--- config.mk ---
export PLATFORM = sky130hd
export DESIGN_NAME = iut_ram
export DESIGN_NICKNAME = d
export VERILOG_FILES = /design/src/design/iut_ram.sv
export SDC_FILE = /design/constraint.sdc
export NUM_CORES = 1
export LEC_CHECK = 0
export ABC_AREA = 1
export BUFFER_PORTS_ARGS = -buffer_cell sky130_fd_sc_hd__buf_2
export CAP_MARGIN = 30
export CORE_MARGIN = 1.5
export CORE_UTILIZATION = 40
export DETAILED_ROUTE_END_ITERATION = 10
export GPL_TIMING_DRIVEN = 0
export MAX_ROUTING_LAYER = met4
export PLACE_DENSITY = 0.65
export SKIP_LAST_GASP = 1
export SLEW_MARGIN = 20
export SYNTH_ARGS = -nofsm -noshare
export SYNTH_HDL_FRONTEND = slang
export SYNTH_SLANG_ARGS = --single-unit
--- constraint.sdc ---
create_clock -name i_clk -period 1.23 [get_ports i_clk]
set_clock_uncertainty 0.15 [all_clocks]
set_input_delay 0.123 -clock i_clk [delete_from_list [all_inputs] [get_ports i_clk]]
set_output_delay 0.123 -clock i_clk [all_outputs]
set_load 0.005 [all_outputs]
--- src/design/iut_ram.sv ---
// generic single write port, single read port ram with registered read
module iut_ram #(
    parameter int WIDTH = 8,
    parameter int DEPTH = 16
) (
    input  logic                     i_clk,
    input  logic                     i_we,
    input  logic [$clog2(DEPTH)-1:0] i_waddr,
    input  logic [WIDTH-1:0]         i_wdata,
    input  logic                     i_re,
    input  logic [$clog2(DEPTH)-1:0] i_raddr,
    output logic [WIDTH-1:0]         o_rdata
);

    logic [WIDTH-1:0] r_mem [DEPTH];
    logic [WIDTH-1:0] r_rdata;

    always_ff @(posedge i_clk) begin
        if (i_we) begin
            r_mem[i_waddr] <= i_wdata;
        end
        if (i_re) begin
            r_rdata <= r_mem[i_raddr];
        end
    end

    assign o_rdata = r_rdata;

endmodule

==> impl_results.md <==
- RePlAce Congestion: 0.856
- RR Endpoint: o_rdata[2]
- Max H-tree Level: 4
- Vias in the first global route: 3755
- First-pass GRT wire length: 21300 µm
- DR vias: 3978
- CTS clock-pin slew for the worst setup and hold paths: 0.06 ns
- Die height: 124 µm
- Violated checks: setup timing
- DR DRC count: 0
- Worst Path Required: 1.12 ns
- Detail Route Antenna Nets: 0
- Final Instance Area: 7240 µm²
- CTS root buffer: clkbuf_16
- Hold path endpoint: r_mem[9][3]
- Sequential-to-total area share from yosys stat: 0.698
- Largest stage delay on the critical path: 0.76 ns
- Worst-Skew Late Latency: 0.42 ns
- Die area: 15400 µm²
- Final worst setup slack: -0.0938 ns
- Register share of total power: 0.449
- Inserted Diodes: 0
- CP endpoint kind: register
- P&R area growth vs syn: 23.9%
- Post-Syn Nets: 570
- Vias per cell: 4.98
- DR WL/cell: 18.1 µm
- Initial antenna violation count: 0
- Total grt overflow: 0
- Pin count of the biggest net entering global routing: 17
- Power Total: 11700 µW
- Switching share of total power: 0.210
- Outcome: complete, but fails checks
- Row count: 44
- Routed WL: 14500 µm
- Comb pwr share: 0.067
- Mapped Cells: 551
- Measured slew at the worst slew-check pin: 0.975 ns
- P_sw: 2460 µW
- Relative slew slack: 0.348
- Clock network power share: 0.484
- TritonRoute pass-1 iters: 5
- Die X: 124 µm
- Clock buffers created by TritonCTS: 17
- Leakage power: 0.00307 µW
- Number of port buffers: 23
- Area of the mapped netlist: 5850 µm²
- # setup viols final: 28
- Max Fclk: 755 MHz
- Postcts setup bufs: 0
- Reg2reg setup slack: -0.02 ns
- Layout cells sized above 1: 0.250
- Minimum clock period: 1.32 ns
- Power Density: 1610 nW/µm²
- Synth warn: 0
- Crit path kind: primary input to register
- Reg-to-Reg Start: r_mem[3][2]
- Gr usage total: 0.204
- Maximum net fanout on the critical path: 8
- Max VDD drop: 0.957 mV
- Nets: 621
- Worst path slowest cell: nor2_1
- Ports: 27
- Core Util, Final: 0.502
- Unrepaired setup endpoints after global routing: yes
- Cell chain of the critical path: buf_2, nand3b_1, nor2_1
- Post-DP HPWL: 9000 µm
- Hold-critical path depth: 1
- DRT iter0 DRCs: 336
- Min-delay src: i_wdata[3]
- Clk sinks: 136
- Area after DPL: 6190 µm²
- Yosys cell types: 11
- Core ar.: 14400 µm²
- Tcrit/Tclk final: 1.08
- Commonest cells after routing, fill and taps aside: 156 x nand2_1, 136 x edfxtp_1, 99 x inv_1
- Worst reg2reg path depth: 6
- Worst EP arrival: 1.21 ns
- Initial core utilization: 0.405
- CTS Buffer Depth: 2
- Min-Delay Path Class: primary input to register
- Yosys reg bits: 136
- CTS tree: yes
- Fin. max-slew vios: 0
- Fillcell total: 1282
- Max cap viols: 0
- Final hold violations: 0
- Syn_area_per_cell: 10.6 µm²
- Internal: 9230 µW
- Startpoint Class: primary input
- Most common cell after layout, fill and taps aside: nand2_1
## final cells by class
class	instances	area (µm²)	area share
Buffer	24	168	0.0231
Tap cell	184	230	0.0318
Multi-Input combinational cell	289	1520	0.210
Sequential cell	136	4080	0.564
Clock buffer	17	425	0.0587
Inverter	102	383	0.0529
Timing Repair Buffer	32	203	0.0280
Clock inverter	15	231	0.0320
## repair_timing
action,CTS,global route
setup endpoints to repair,66,86
pin swaps,17,28
hold buffers,8,0
gates resized for setup,31,46
endpoints found under the hold margin,120,0
## Yosys cell counts
master,n,area [µm²]
nand2_1,173,649
edfxtp_1,136,4080
inv_1,100,375
nand3_1,97,485
nor2_1,17,63.8
buf_2,13,65.1
buf_6,6,67.6
buf_4,4,30.0
inv_2,2,7.51
nand3b_1,2,15.0
buf_1,1,3.75
## worst max-delay path, delay by kind of cell
family | cells | cell delay [ns]
AND/OR/NAND/NOR | 2 | 0.97
buffers and inverters | 1 | 0.12
## per-layer routing
metal / GRT usage / share of wire / wire length [µm] / up-vias
met5: - / 0 / 0 / -
met4: 0.0973 / 0.028 / 399 / 0
met3: 0.0513 / 0.073 / 1050 / 31
met2: 0.297 / 0.47 / 6740 / 169
met1: 0.271 / 0.43 / 6270 / 1888
li1: - / - / - / 1890
## registers in the layout, indices dropped and copies added, names as in the netlist
name / flops
o_rdata: 8
r_mem: 128
## through the flow
stage / setup TNS (ns) / hold WS (ns) / setup WS (ns) / cells
finish: -1.44 / 0.0107 / -0.0938 / 799
global route: -4.03 / 0.0257 / -0.157 / 799
CTS: -3.16 / 0.00621 / -0.128 / 798
detailed placement: -58.02 / 0.322 / -0.574 / 758
global placement: -54.88 / 0.307 / -0.549 / 758
floorplan: 0 / 0.0719 / 0.00616 / 551
## cells by family after synthesis
kind of cell           share of synthesized area
flip-flops                                 0.698
AND/OR/NAND/NOR                            0.208
buffers and inverters                     0.0939
## how the worst max path moves through the flow
| stage | to | from | depth (start not counted) | slack [ns] |
|---|---|---|---|---|
| global placement | r_mem[7][0] | i_waddr[3] | 3 | -0.55 |
| detailed placement | r_mem[4][2] | i_waddr[3] | 3 | -0.57 |
| floorplan | r_mem[4][0] | i_waddr[3] | 2 | 0.006 |
| finish | r_mem[7][2] | i_waddr[3] | 3 | -0.09 |
| CTS | r_mem[4][2] | i_waddr[3] | 3 | -0.13 |
| global route | r_mem[6][6] | i_waddr[3] | 3 | -0.16 |
## power by group through the flow
stage	Combinational (µW)	Sequential (µW)	Clock, µW
after floorplan	366	5340	0
after global placement	649	5340	0
after global routing	855	5250	5870
final	784	5250	5660
after CTS	724	5250	5700
after detailed placement	659	5340	0
Power figures use the tool's default switching activity.
